===== src/sv/pwmpm_pkg.sv =====
// pwmpm_pkg: shared types and constants of the pwm period, prescaler and duty manager
// depends on nothing; imported by every module of the block
package pwmpm_pkg;

  localparam int TOP_WIDTH = 16;
  localparam int DUTY_FRAC = 16;
  localparam int VAL_WIDTH = 32;
  localparam int MARGIN_WIDTH = 15;
  localparam int SEL_WIDTH = 3;

  // command queue between front and back
  localparam int QDEPTH = 2;
  localparam int QPTR_W = (QDEPTH > 1) ? $clog2(QDEPTH) : 1;
  localparam int QCNT_W = $clog2(QDEPTH + 1);

  // reset values of the configuration registers
  localparam logic [TOP_WIDTH-1:0]    TOP_LIMIT_RST   = 16'd65535;
  localparam logic [TOP_WIDTH-1:0]    TOP_FLOOR_RST   = 16'd3;
  localparam logic [MARGIN_WIDTH-1:0] DUTY_MARGIN_RST = 15'd1;

  // prescaler codes
  localparam logic [SEL_WIDTH-1:0] SEL_DIV1    = 3'd1;
  localparam logic [SEL_WIDTH-1:0] SEL_DIV8    = 3'd2;
  localparam logic [SEL_WIDTH-1:0] SEL_DIV64   = 3'd3;
  localparam logic [SEL_WIDTH-1:0] SEL_DIV256  = 3'd4;
  localparam logic [SEL_WIDTH-1:0] SEL_DIV1024 = 3'd5;

  typedef enum logic [2:0] {
    KIND_PERIOD_NOW = 3'd0,
    KIND_PERIOD_OVF = 3'd1,
    KIND_PERIOD_UP  = 3'd2,
    KIND_PERIOD_DN  = 3'd3,
    KIND_DUTY_SET   = 3'd4,
    KIND_DUTY_UP    = 3'd5,
    KIND_DUTY_DN    = 3'd6,
    KIND_OVERFLOW   = 3'd7
  } kind_t;

  typedef struct packed {
    logic [TOP_WIDTH-1:0]    top_limit;
    logic [TOP_WIDTH-1:0]    top_floor;
    logic [MARGIN_WIDTH-1:0] duty_margin;
  } cfg_t;

  // classified command as held in the queue
  typedef struct packed {
    kind_t                kind;
    logic                 channel;
    logic [VAL_WIDTH-1:0] value;
    logic [TOP_WIDTH-1:0] map_top;
    logic [SEL_WIDTH-1:0] map_sel;
  } cmd_t;

endpackage


===== src/sv/pwmpm_cfg.sv =====
// pwmpm_cfg: apb register file holding top_limit, top_floor and duty_margin
// depends on pwmpm_pkg
module pwmpm_cfg (
  input  logic              clk,
  input  logic              rst_n,
  input  logic              psel,
  input  logic              penable,
  input  logic              pwrite,
  input  logic [3:0]        paddr,
  input  logic [31:0]       pwdata,
  output logic [31:0]       prdata,
  output logic              pready,
  output pwmpm_pkg::cfg_t   cfg
);
  import pwmpm_pkg::*;

  localparam logic [1:0] REG_TOP_LIMIT   = 2'd0;
  localparam logic [1:0] REG_TOP_FLOOR   = 2'd1;
  localparam logic [1:0] REG_DUTY_MARGIN = 2'd2;

  logic [TOP_WIDTH-1:0]    top_limit_r;
  logic [TOP_WIDTH-1:0]    top_floor_r;
  logic [MARGIN_WIDTH-1:0] duty_margin_r;
  logic                    wr_en;

  assign pready = 1'b1;
  assign wr_en  = psel && penable && pwrite && pready;

  always_ff @(posedge clk) begin
    if (!rst_n) begin
      top_limit_r   <= TOP_LIMIT_RST;
      top_floor_r   <= TOP_FLOOR_RST;
      duty_margin_r <= DUTY_MARGIN_RST;
    end else if (wr_en) begin
      case (paddr[3:2])
        REG_TOP_LIMIT:   top_limit_r   <= pwdata[TOP_WIDTH-1:0];
        REG_TOP_FLOOR:   top_floor_r   <= pwdata[TOP_WIDTH-1:0];
        REG_DUTY_MARGIN: duty_margin_r <= pwdata[MARGIN_WIDTH-1:0];
        default: ;
      endcase
    end
  end

  always_comb begin
    case (paddr[3:2])
      REG_TOP_LIMIT:   prdata = 32'(top_limit_r);
      REG_TOP_FLOOR:   prdata = 32'(top_floor_r);
      REG_DUTY_MARGIN: prdata = 32'(duty_margin_r);
      default:         prdata = '0;
    endcase
  end

  assign cfg.top_limit   = top_limit_r;
  assign cfg.top_floor   = top_floor_r;
  assign cfg.duty_margin = duty_margin_r;

endmodule


===== src/sv/pwmpm_front.sv =====
// pwmpm_front: input beat acceptance, command decode and period to prescaler mapping
// depends on pwmpm_pkg
module pwmpm_front (
  input  logic                 in_tvalid,
  output logic                 in_tready,
  input  logic [3:0]           in_tuser,   // [2:0] kind, [3] channel
  input  logic [31:0]          in_tdata,   // [31:0] value
  input  pwmpm_pkg::cfg_t      cfg,
  input  logic                 q_full,
  output logic                 q_push,
  output pwmpm_pkg::cmd_t      q_cmd
);
  import pwmpm_pkg::*;

  logic [VAL_WIDTH-1:0] lim_ext;
  logic [VAL_WIDTH-1:0] c_sh3, c_sh6, c_sh8, c_sh10;
  logic [VAL_WIDTH-1:0] c_sel;
  logic [SEL_WIDTH-1:0] sel;

  assign in_tready = !q_full;
  assign q_push    = in_tvalid && in_tready;

  assign lim_ext = VAL_WIDTH'(cfg.top_limit);
  assign c_sh3   = in_tdata >> 3;
  assign c_sh6   = in_tdata >> 6;
  assign c_sh8   = in_tdata >> 8;
  assign c_sh10  = in_tdata >> 10;

  // smallest prescaler whose scaled count fits within top_limit; else /1024 with the count clamped to top_limit
  always_comb begin
    if (in_tdata <= lim_ext) begin
      c_sel = in_tdata;
      sel   = SEL_DIV1;
    end else if (c_sh3 <= lim_ext) begin
      c_sel = c_sh3;
      sel   = SEL_DIV8;
    end else if (c_sh6 <= lim_ext) begin
      c_sel = c_sh6;
      sel   = SEL_DIV64;
    end else if (c_sh8 <= lim_ext) begin
      c_sel = c_sh8;
      sel   = SEL_DIV256;
    end else begin
      c_sel = (c_sh10 > lim_ext) ? lim_ext : c_sh10;
      sel   = SEL_DIV1024;
    end
  end

  assign q_cmd.kind    = kind_t'(in_tuser[2:0]);
  assign q_cmd.channel = in_tuser[3];
  assign q_cmd.value   = in_tdata;
  assign q_cmd.map_top = c_sel[TOP_WIDTH-1:0];
  assign q_cmd.map_sel = sel;

endmodule


===== src/sv/pwmpm_queue.sv =====
// pwmpm_queue: short command fifo between front and back
// depends on pwmpm_pkg
module pwmpm_queue (
  input  logic             clk,
  input  logic             rst_n,
  input  logic             push,
  input  pwmpm_pkg::cmd_t  push_cmd,
  output logic             full,
  input  logic             pop,
  output logic             valid,
  output pwmpm_pkg::cmd_t  head
);
  import pwmpm_pkg::*;

  cmd_t              mem_r [QDEPTH];
  logic [QPTR_W-1:0] wr_ptr_r, wr_ptr_nxt;
  logic [QPTR_W-1:0] rd_ptr_r, rd_ptr_nxt;
  logic [QCNT_W-1:0] count_r, count_nxt;

  assign full  = (count_r == QCNT_W'(QDEPTH));
  assign valid = (count_r != '0);
  assign head  = mem_r[rd_ptr_r];

  always_comb begin
    wr_ptr_nxt = wr_ptr_r;
    rd_ptr_nxt = rd_ptr_r;
    count_nxt  = count_r;
    if (push) begin
      wr_ptr_nxt = (wr_ptr_r == QPTR_W'(QDEPTH - 1)) ? '0 : wr_ptr_r + 1'b1;
    end
    if (pop) begin
      rd_ptr_nxt = (rd_ptr_r == QPTR_W'(QDEPTH - 1)) ? '0 : rd_ptr_r + 1'b1;
    end
    if (push && !pop) begin
      count_nxt = count_r + 1'b1;
    end else if (pop && !push) begin
      count_nxt = count_r - 1'b1;
    end
  end

  always_ff @(posedge clk) begin
    if (!rst_n) begin
      wr_ptr_r <= '0;
      rd_ptr_r <= '0;
      count_r  <= '0;
    end else begin
      wr_ptr_r <= wr_ptr_nxt;
      rd_ptr_r <= rd_ptr_nxt;
      count_r  <= count_nxt;
    end
  end

  always_ff @(posedge clk) begin
    if (push) begin
      mem_r[wr_ptr_r] <= push_cmd;
    end
  end

  a_no_overrun: assert property (@(posedge clk) disable iff (!rst_n)
    !(push && full && !pop))
    else $error("command queue written while full");

  a_no_underrun: assert property (@(posedge clk) disable iff (!rst_n)
    pop |-> valid)
    else $error("command queue read while empty");

endmodule


===== src/sv/pwmpm_back.sv =====
// pwmpm_back: executes queued commands on the timer state, which doubles as the result register
// depends on pwmpm_pkg
module pwmpm_back (
  input  logic             clk,
  input  logic             rst_n,
  input  pwmpm_pkg::cfg_t  cfg,
  input  logic             q_valid,
  input  pwmpm_pkg::cmd_t  q_cmd,
  output logic             q_pop,
  output logic             out_tvalid,
  input  logic             out_tready,
  output logic [55:0]      out_tdata
);
  import pwmpm_pkg::*;

  logic [TOP_WIDTH-1:0] wanted_top_r, wanted_top_nxt;
  logic [SEL_WIDTH-1:0] wanted_sel_r, wanted_sel_nxt;
  logic [TOP_WIDTH-1:0] cur_top_r, cur_top_nxt;
  logic [SEL_WIDTH-1:0] cur_sel_r, cur_sel_nxt;
  logic [TOP_WIDTH-1:0] duty_a_r, duty_a_nxt;
  logic [TOP_WIDTH-1:0] duty_b_r, duty_b_nxt;
  logic                 pending_r, pending_nxt;
  logic                 out_valid_r, out_valid_nxt;

  logic [TOP_WIDTH-1:0]             margin;
  logic [TOP_WIDTH-1:0]             hi_cur;
  logic [TOP_WIDTH-1:0]             apply_top;
  logic [TOP_WIDTH-1:0]             apply_hi;
  logic [TOP_WIDTH-1:0]             clamp_a, clamp_b;
  logic [TOP_WIDTH-1:0]             duty_cur;
  logic [TOP_WIDTH+VAL_WIDTH-1:0]   prod;
  logic [VAL_WIDTH-1:0]             prod_hi;
  logic [TOP_WIDTH-1:0]             d_set, duty_new;
  logic [TOP_WIDTH:0]               n_up;
  logic [TOP_WIDTH-1:0]             up_top, dn_top, dn_floor;
  logic [SEL_WIDTH-1:0]             up_sel, dn_sel;

  function automatic logic [TOP_WIDTH-1:0] upper_of(
    input logic [TOP_WIDTH-1:0] top, input logic [TOP_WIDTH-1:0] m);
    return (top >= m) ? top - m : '0;
  endfunction

  // lower bound first, upper bound last
  function automatic logic [TOP_WIDTH-1:0] clamp_of(
    input logic [TOP_WIDTH-1:0] d, input logic [TOP_WIDTH-1:0] hi,
    input logic [TOP_WIDTH-1:0] m);
    logic [TOP_WIDTH-1:0] t;
    t = (d < m) ? m : d;
    return (t > hi) ? hi : t;
  endfunction

  assign margin   = TOP_WIDTH'(cfg.duty_margin);
  assign hi_cur   = upper_of(cur_top_r, margin);
  assign duty_cur = q_cmd.channel ? duty_b_r : duty_a_r;

  // re-clamp of both duties against the top being applied
  assign apply_top = (q_cmd.kind == KIND_PERIOD_NOW) ? q_cmd.map_top : wanted_top_r;
  assign apply_hi  = upper_of(apply_top, margin);
  assign clamp_a   = clamp_of(duty_a_r, apply_hi, margin);
  assign clamp_b   = clamp_of(duty_b_r, apply_hi, margin);

  // proportional duty
  assign prod    = (TOP_WIDTH+VAL_WIDTH)'(cur_top_r) * (TOP_WIDTH+VAL_WIDTH)'(q_cmd.value);
  assign prod_hi = prod[TOP_WIDTH+VAL_WIDTH-1:DUTY_FRAC];
  assign d_set   = (prod_hi > VAL_WIDTH'(hi_cur)) ? hi_cur : prod_hi[TOP_WIDTH-1:0];

  // period step up, crossing into the next prescaler on overflow of top_limit; at /1024 it saturates at top_limit
  assign n_up = {1'b0, wanted_top_r} + 1'b1;
  always_comb begin
    up_top = n_up[TOP_WIDTH-1:0];
    up_sel = wanted_sel_r;
    if (n_up > {1'b0, cfg.top_limit}) begin
      case (wanted_sel_r)
        SEL_DIV1: begin
          up_top = TOP_WIDTH'(n_up >> 3);
          up_sel = SEL_DIV8;
        end
        SEL_DIV8: begin
          up_top = TOP_WIDTH'(n_up >> 3);
          up_sel = SEL_DIV64;
        end
        SEL_DIV64: begin
          up_top = TOP_WIDTH'(n_up >> 2);
          up_sel = SEL_DIV256;
        end
        SEL_DIV256: begin
          up_top = TOP_WIDTH'(n_up >> 2);
          up_sel = SEL_DIV1024;
        end
        default: up_top = cfg.top_limit;
      endcase
    end
  end

  // period step down, dropping a prescaler once at the floor; at /1 it holds at top_floor
  always_comb begin
    if (wanted_sel_r == SEL_DIV1) begin
      dn_floor = cfg.top_floor;
    end else if (wanted_sel_r == SEL_DIV8 || wanted_sel_r == SEL_DIV64) begin
      dn_floor = cfg.top_limit >> 3;
    end else begin
      dn_floor = cfg.top_limit >> 2;
    end
    if (wanted_top_r > dn_floor) begin
      dn_top = wanted_top_r - 1'b1;
      dn_sel = wanted_sel_r;
    end else if (wanted_sel_r <= SEL_DIV1) begin
      dn_top = cfg.top_floor;
      dn_sel = SEL_DIV1;
    end else begin
      dn_top = cfg.top_limit;
      dn_sel = ((wanted_sel_r > SEL_DIV1024) ? SEL_DIV1024 : wanted_sel_r) - 1'b1;
    end
  end

  assign q_pop = q_valid && (!out_valid_r || out_tready);

  always_comb begin
    wanted_top_nxt = wanted_top_r;
    wanted_sel_nxt = wanted_sel_r;
    cur_top_nxt    = cur_top_r;
    cur_sel_nxt    = cur_sel_r;
    duty_a_nxt     = duty_a_r;
    duty_b_nxt     = duty_b_r;
    pending_nxt    = pending_r;
    duty_new       = duty_cur;
    if (q_pop) begin
      case (q_cmd.kind)
        KIND_PERIOD_NOW: begin
          wanted_top_nxt = q_cmd.map_top;
          wanted_sel_nxt = q_cmd.map_sel;
          cur_top_nxt    = q_cmd.map_top;
          cur_sel_nxt    = q_cmd.map_sel;
          duty_a_nxt     = clamp_a;
          duty_b_nxt     = clamp_b;
        end
        KIND_PERIOD_OVF: begin
          wanted_top_nxt = q_cmd.map_top;
          wanted_sel_nxt = q_cmd.map_sel;
          pending_nxt    = 1'b1;
        end
        KIND_PERIOD_UP: begin
          wanted_top_nxt = up_top;
          wanted_sel_nxt = up_sel;
          pending_nxt    = 1'b1;
        end
        KIND_PERIOD_DN: begin
          wanted_top_nxt = dn_top;
          wanted_sel_nxt = dn_sel;
          pending_nxt    = 1'b1;
        end
        KIND_DUTY_SET: duty_new = clamp_of(d_set, hi_cur, margin);
        KIND_DUTY_UP: begin
          if (duty_cur < hi_cur) duty_new = duty_cur + 1'b1;
        end
        KIND_DUTY_DN: begin
          if (duty_cur > margin) duty_new = duty_cur - 1'b1;
        end
        KIND_OVERFLOW: begin
          if (pending_r) begin
            cur_top_nxt = wanted_top_r;
            cur_sel_nxt = wanted_sel_r;
            duty_a_nxt  = clamp_a;
            duty_b_nxt  = clamp_b;
            pending_nxt = 1'b0;
          end
        end
        default: ;
      endcase
      if (q_cmd.kind == KIND_DUTY_SET || q_cmd.kind == KIND_DUTY_UP ||
          q_cmd.kind == KIND_DUTY_DN) begin
        if (q_cmd.channel) duty_b_nxt = duty_new;
        else               duty_a_nxt = duty_new;
      end
    end
  end

  always_comb begin
    if (q_pop)           out_valid_nxt = 1'b1;
    else if (out_tready) out_valid_nxt = 1'b0;
    else                 out_valid_nxt = out_valid_r;
  end

  always_ff @(posedge clk) begin
    if (!rst_n) begin
      wanted_top_r <= TOP_LIMIT_RST;
      wanted_sel_r <= SEL_DIV1;
      cur_top_r    <= TOP_LIMIT_RST;
      cur_sel_r    <= SEL_DIV1;
      duty_a_r     <= TOP_WIDTH'(DUTY_MARGIN_RST);
      duty_b_r     <= TOP_WIDTH'(DUTY_MARGIN_RST);
      pending_r    <= 1'b0;
      out_valid_r  <= 1'b0;
    end else begin
      wanted_top_r <= wanted_top_nxt;
      wanted_sel_r <= wanted_sel_nxt;
      cur_top_r    <= cur_top_nxt;
      cur_sel_r    <= cur_sel_nxt;
      duty_a_r     <= duty_a_nxt;
      duty_b_r     <= duty_b_nxt;
      pending_r    <= pending_nxt;
      out_valid_r  <= out_valid_nxt;
    end
  end

  // state is frozen while a result waits, so it serves as the result register
  assign out_tvalid = out_valid_r;
  assign out_tdata  = {4'b0, pending_r, duty_b_r, duty_a_r, cur_sel_r, cur_top_r};

  a_cur_sel_legal: assert property (@(posedge clk) disable iff (!rst_n)
    cur_sel_r >= SEL_DIV1 && cur_sel_r <= SEL_DIV1024)
    else $error("prescaler in effect out of range");

  a_wanted_sel_legal: assert property (@(posedge clk) disable iff (!rst_n)
    wanted_sel_r >= SEL_DIV1 && wanted_sel_r <= SEL_DIV1024)
    else $error("pending prescaler out of range");

  a_ovf_clears: assert property (@(posedge clk) disable iff (!rst_n)
    q_pop && q_cmd.kind == KIND_OVERFLOW |=> !pending_r)
    else $error("pending flag survived an overflow");

  a_deferred_sets: assert property (@(posedge clk) disable iff (!rst_n)
    q_pop && (q_cmd.kind == KIND_PERIOD_OVF || q_cmd.kind == KIND_PERIOD_UP ||
              q_cmd.kind == KIND_PERIOD_DN) |=> pending_r)
    else $error("deferred period did not raise pending");

endmodule


===== src/sv/pwm_period_prescaler_duty_manager.sv =====
// pwm_period_prescaler_duty_manager: top level of the two-channel pwm period and duty manager
// an accepted beat passes through the queue into the back end's timer state, which holds its result beat
// throughput: one command per cycle while the receiver takes each result beat, set by the execute step in the back end
// the input side keeps taking beats while a result waits, until the two-entry queue fills
// reset: rst_n synchronous active low; registers, timer state and queue return to defaults
// depends on pwmpm_pkg, pwmpm_cfg, pwmpm_front, pwmpm_queue, pwmpm_back
module pwm_period_prescaler_duty_manager (
  input  logic        clk,
  input  logic        rst_n,
  // command stream
  input  logic        in_tvalid,
  output logic        in_tready,
  input  logic [3:0]  in_tuser,    // [2:0] kind, [3] channel
  input  logic [31:0] in_tdata,    // [31:0] value
  // status stream
  output logic        out_tvalid,
  input  logic        out_tready,
  output logic [55:0] out_tdata,   // [15:0] active_top, [18:16] clock_select,
                                   // [34:19] compare_a, [50:35] compare_b,
                                   // [51] update_pending, [55:52] zero
  // register port
  input  logic        psel,
  input  logic        penable,
  input  logic        pwrite,
  input  logic [3:0]  paddr,
  input  logic [31:0] pwdata,
  output logic [31:0] prdata,
  output logic        pready
);
  import pwmpm_pkg::*;

  cfg_t cfg;
  cmd_t push_cmd;
  cmd_t head_cmd;
  logic q_push;
  logic q_full;
  logic q_valid;
  logic q_pop;

  // register file: top_limit, top_floor, duty_margin
  pwmpm_cfg u_cfg (
    .clk     (clk),
    .rst_n   (rst_n),
    .psel    (psel),
    .penable (penable),
    .pwrite  (pwrite),
    .paddr   (paddr),
    .pwdata  (pwdata),
    .prdata  (prdata),
    .pready  (pready),
    .cfg     (cfg)
  );

  // front: take the beat, decode the kind and map the period to prescaler and top
  pwmpm_front u_front (
    .in_tvalid (in_tvalid),
    .in_tready (in_tready),
    .in_tuser  (in_tuser),
    .in_tdata  (in_tdata),
    .cfg       (cfg),
    .q_full    (q_full),
    .q_push    (q_push),
    .q_cmd     (push_cmd)
  );

  // queue decouples input stalls from output stalls
  pwmpm_queue u_queue (
    .clk      (clk),
    .rst_n    (rst_n),
    .push     (q_push),
    .push_cmd (push_cmd),
    .full     (q_full),
    .pop      (q_pop),
    .valid    (q_valid),
    .head     (head_cmd)
  );

  // back: apply the command to the timer state and present the status beat
  pwmpm_back u_back (
    .clk        (clk),
    .rst_n      (rst_n),
    .cfg        (cfg),
    .q_valid    (q_valid),
    .q_cmd      (head_cmd),
    .q_pop      (q_pop),
    .out_tvalid (out_tvalid),
    .out_tready (out_tready),
    .out_tdata  (out_tdata)
  );

endmodule


===== config.mk =====
export PLATFORM = sky130hd
export DESIGN_NAME = pwm_period_prescaler_duty_manager
export DESIGN_NICKNAME = d
export VERILOG_FILES = /design/src/sv/pwmpm_pkg.sv /design/src/sv/pwmpm_cfg.sv /design/src/sv/pwmpm_front.sv /design/src/sv/pwmpm_queue.sv /design/src/sv/pwmpm_back.sv /design/src/sv/pwm_period_prescaler_duty_manager.sv
export SDC_FILE = /design/constraint.sdc
export NUM_CORES = 2
export LEC_CHECK = 0
export ABC_AREA = 0
export BUFFER_PORTS_ARGS = -buffer_cell sky130_fd_sc_hd__buf_2
export CORE_MARGIN = 8
export CORE_UTILIZATION = 25
export CTS_BUF_LIST = sky130_fd_sc_hd__clkbuf_4 sky130_fd_sc_hd__clkbuf_8
export DETAILED_ROUTE_END_ITERATION = 6
export PLACE_DENSITY_LB_ADDON = 0.25
export SYNTH_ARGS = -nofsm -noshare
export SYNTH_HDL_FRONTEND = slang
export SYNTH_HIERARCHICAL = 1
export SYNTH_SLANG_ARGS = --single-unit

===== constraint.sdc =====
create_clock -name clk -period 29.3 [get_ports clk]
set_input_delay 5.86 -clock clk [delete_from_list [all_inputs] [get_ports clk]]
set_output_delay 5.86 -clock clk [all_outputs]
set_load 0.01 [all_outputs]

==> results.txt <==
Register Area -> 5790 um2
Period utilization -> 61.8%
HP Class -> reg -> reg
Multi-input combinational cell area -> 30900 um2
Post-CTS setup buffers -> 0
Worst Path Required -> 29840 ps
Detailed Route Iter0 Violations -> 2927
Rows -> 148
Routed WL -> 152 mm
Max-cap violations -> 0
Die Span Y -> 419 um
Avg Cell Area, Syn -> 8.30 um2
Library cells used by synthesis -> 109
Fill count -> 17600
R2R setup slack -> 11180 ps
Pins Over Slew Limit -> 0
DIE AREA -> 175000 um2
Post-layout min period -> 18120 ps
Register area share after synthesis -> 14.3%
Status -> complete, no violations
Setup Skew -> 56.6 ps
First-pass GRT wire length -> 229 mm
Cells after synthesis -> 4888
Via Count -> 35800
Num CTS Buffers -> 43
Grt ovf -> 0
Post-synth EDFFs -> 110
Async set or reset register ratio after synthesis -> 0%
Layout area overhead -> 8.40%
Core Region -> 162000 um2
Final hold violations -> 0
# resized after CTS -> 0
TritonCTS clock tree -> done
Initial core utilization -> 25.1%
RSZ-0062 raised after global routing -> no
Io pins -> 170
CP startpoint kind -> register
Register bit count reported by yosys -> 234
DIE WIDTH -> 419 um
Via density -> 5.09
CP Class -> reg -> reg
Post-route DRC -> 0
Largest net degree at the start of global routing -> 70
CTS sink count -> 234
Worst-path maximum fanout -> 48
H-Tree Depth -> 2
Routed WL per cell -> 21.6 um
Post-CTS Hold Fix Bufs -> 0
Rel. slew slack -> 16.4%
Final setup vio count -> 0
Drt pass-1 iters -> 5
Tot GR Track Use -> 16.8%
Fin Setup TNS -> 0 ps
Clk buf depth -> 3
Layout cells sized above 1 -> 9.01%
Port bufs -> 130
Ys flop type -> dfxtp_1
DP HPWL -> 116 mm
Worst-path clk slew -> 60 ps
Synth Warn # -> 6
Worst-skew pair later-pin latency -> 630 ps
Synth Cell Area -> 40500 um2
Root Buffer -> clkbuf_8
Actual slew at the worst max-slew pin -> 1250 ps
Initial antenna violation count -> 3
CP peak stage delay -> 850 ps
Antenna viol nets, final -> 0
Final estimated routing congestion in global placement -> 0.889
Vias in the first global route -> 36000
Worst setup EP type -> register
Worst path slowest cell -> nor4_4
Arr. time, crit path -> 18660 ps
Min-delay src -> u_back/cur_top_r[15]$_SDFFE_PN1P_
Max frequency -> 55.2 MHz
Fin nets -> 5724
-- final timing paths --
| kind | to | cells past startpoint |
|---|---|---|
| max | u_back/duty_b_r[15]$_SDFFE_PN0P_ | 56 |
| min | u_back/cur_top_r[15]$_SDFFE_PN1P_ | 2 |
| max reg2reg | u_back/duty_b_r[15]$_SDFFE_PN0P_ | 56 |
| min reg2reg | u_back/cur_top_r[15]$_SDFFE_PN1P_ | 2 |
-- metal layers --
| metal | GRT usage [%] | wire length [um] | share of wire, % | vias to the layer above |
|---|---|---|---|---|
| li1 | - | - | - | 16500 |
| met1 | 22.7 | 67900 | 45 | 17900 |
| met2 | 27.9 | 70700 | 46 | 1209 |
| met3 | 1.64 | 7800 | 5.1 | 231 |
| met4 | 5.74 | 5760 | 3.8 | 0 |
| met5 | 0 | 0 | 0 | - |
-- cells in the mapped netlist (26+ instances only) --
cell / count / area share, %
and2_1: 213 / 3.3
clkbuf_1: 210 / 1.9
edfxtp_1: 110 / 8.1
fa_1: 419 / 21
nor2b_1: 59 / 0.91
buf_4: 65 / 1.2
xor2_1: 29 / 0.63
nand2_1: 654 / 6.1
o21a_1: 59 / 1.1
a211oi_1: 54 / 1.0
nand3_1: 115 / 1.4
inv_1: 603 / 5.6
nand4_1: 83 / 1.3
and3_1: 26 / 0.40
o311ai_0: 34 / 0.73
a21oi_1: 232 / 2.9
dfxtp_1: 124 / 6.1
buf_2: 29 / 0.36
mux2i_1: 126 / 3.1
xnor2_1: 48 / 1.0
a21o_1: 83 / 1.5
o21ai_0: 217 / 2.7
nor3_1: 54 / 0.67
ha_1: 401 / 12
o211ai_1: 59 / 1.1
nor2_1: 261 / 2.4
a221oi_1: 31 / 0.67
mux2_2: 89 / 2.5
-- cells by family after synthesis --
kind of cell,Yosys count,share of synthesized area (%)
simple gates,1576,18.5
compound gates,1026,17.2
buf+inv,936,9.66
fa+ha+maj,820,33.1
flops,234,14.3
mux,215,5.58
xor+xnor,78,1.70
other cells,3,0.0278
-- cell usage in the layout, fill, tap and decap left out, drive strengths merged, types with 28 or more instances in the layout --
cell type  instances
xnor2             49
clkbuf            61
edfxtp           110
mux2i            126
buf              204
nor2             262
dfxtp            124
inv              606
fa               419
xor2              29
o21ai            228
nor3              57
nand2            656
nand3            118
o311ai            34
nand4             84
a211oi            57
o211ai            59
nor2b             59
a221oi            39
mux2              89
ha               401
o31ai             28
o21a              59
a21o              83
and2             214
a21oi            234
-- flip-flops by register name, summed over array words and instances (netlist names), 15 cells and up, named ones only --
name and cells:
u_queue/mem_r 110, u_back/cur_top_r 16, u_back/duty_a_r 16, u_back/duty_b_r 16, u_back/wanted_top_r 16, u_cfg/top_floor_r 16, u_cfg/top_limit_r 16, u_cfg/duty_margin_r 15
-- layout make-up --
type | instances | share of cell area (%)
Timing Repair Buffer | 204 | 2.75
Sequential cell | 234 | 13.2
Multi-Input combinational cell | 3736 | 70.4
Clock inverter | 18 | 0.555
Tap cell | 2175 | 6.19
Inverter | 606 | 5.18
Clock buffer | 61 | 1.73
Antenna cell | 4 | 0.0228
-- worst max-delay path: cells and delay by family (launching register included) --
family	cells	cell delay [ps]
AOI/OAI and AO/OA	24	6460
adders and majority gates	10	4540
and+or+nand+nor	12	3460
muxes	3	1320
buffers and inverters	6	970
DFF	1	600
xor gates and xnor gates	1	580
-- per-stage QoR --
stage	instance area (um2)	worst slack (ps)	utilization [%]	hold WS (ps)	cells
2_1_floorplan	40600	16170	-	461	4906
3_3_place_gp	42900	11230	26.5	462	6955
3_5_place_dp	42900	11220	26.5	480	6955
4_1_cts	43900	11150	27.2	493	7034
5_1_grt	43900	10220	27.2	525	7035
6_report	44000	11180	27.2	488	7038
Power is left out: the tool's default activity adds up to more than one toggle a clock period on the data nets, which glitch-free logic cannot reach.
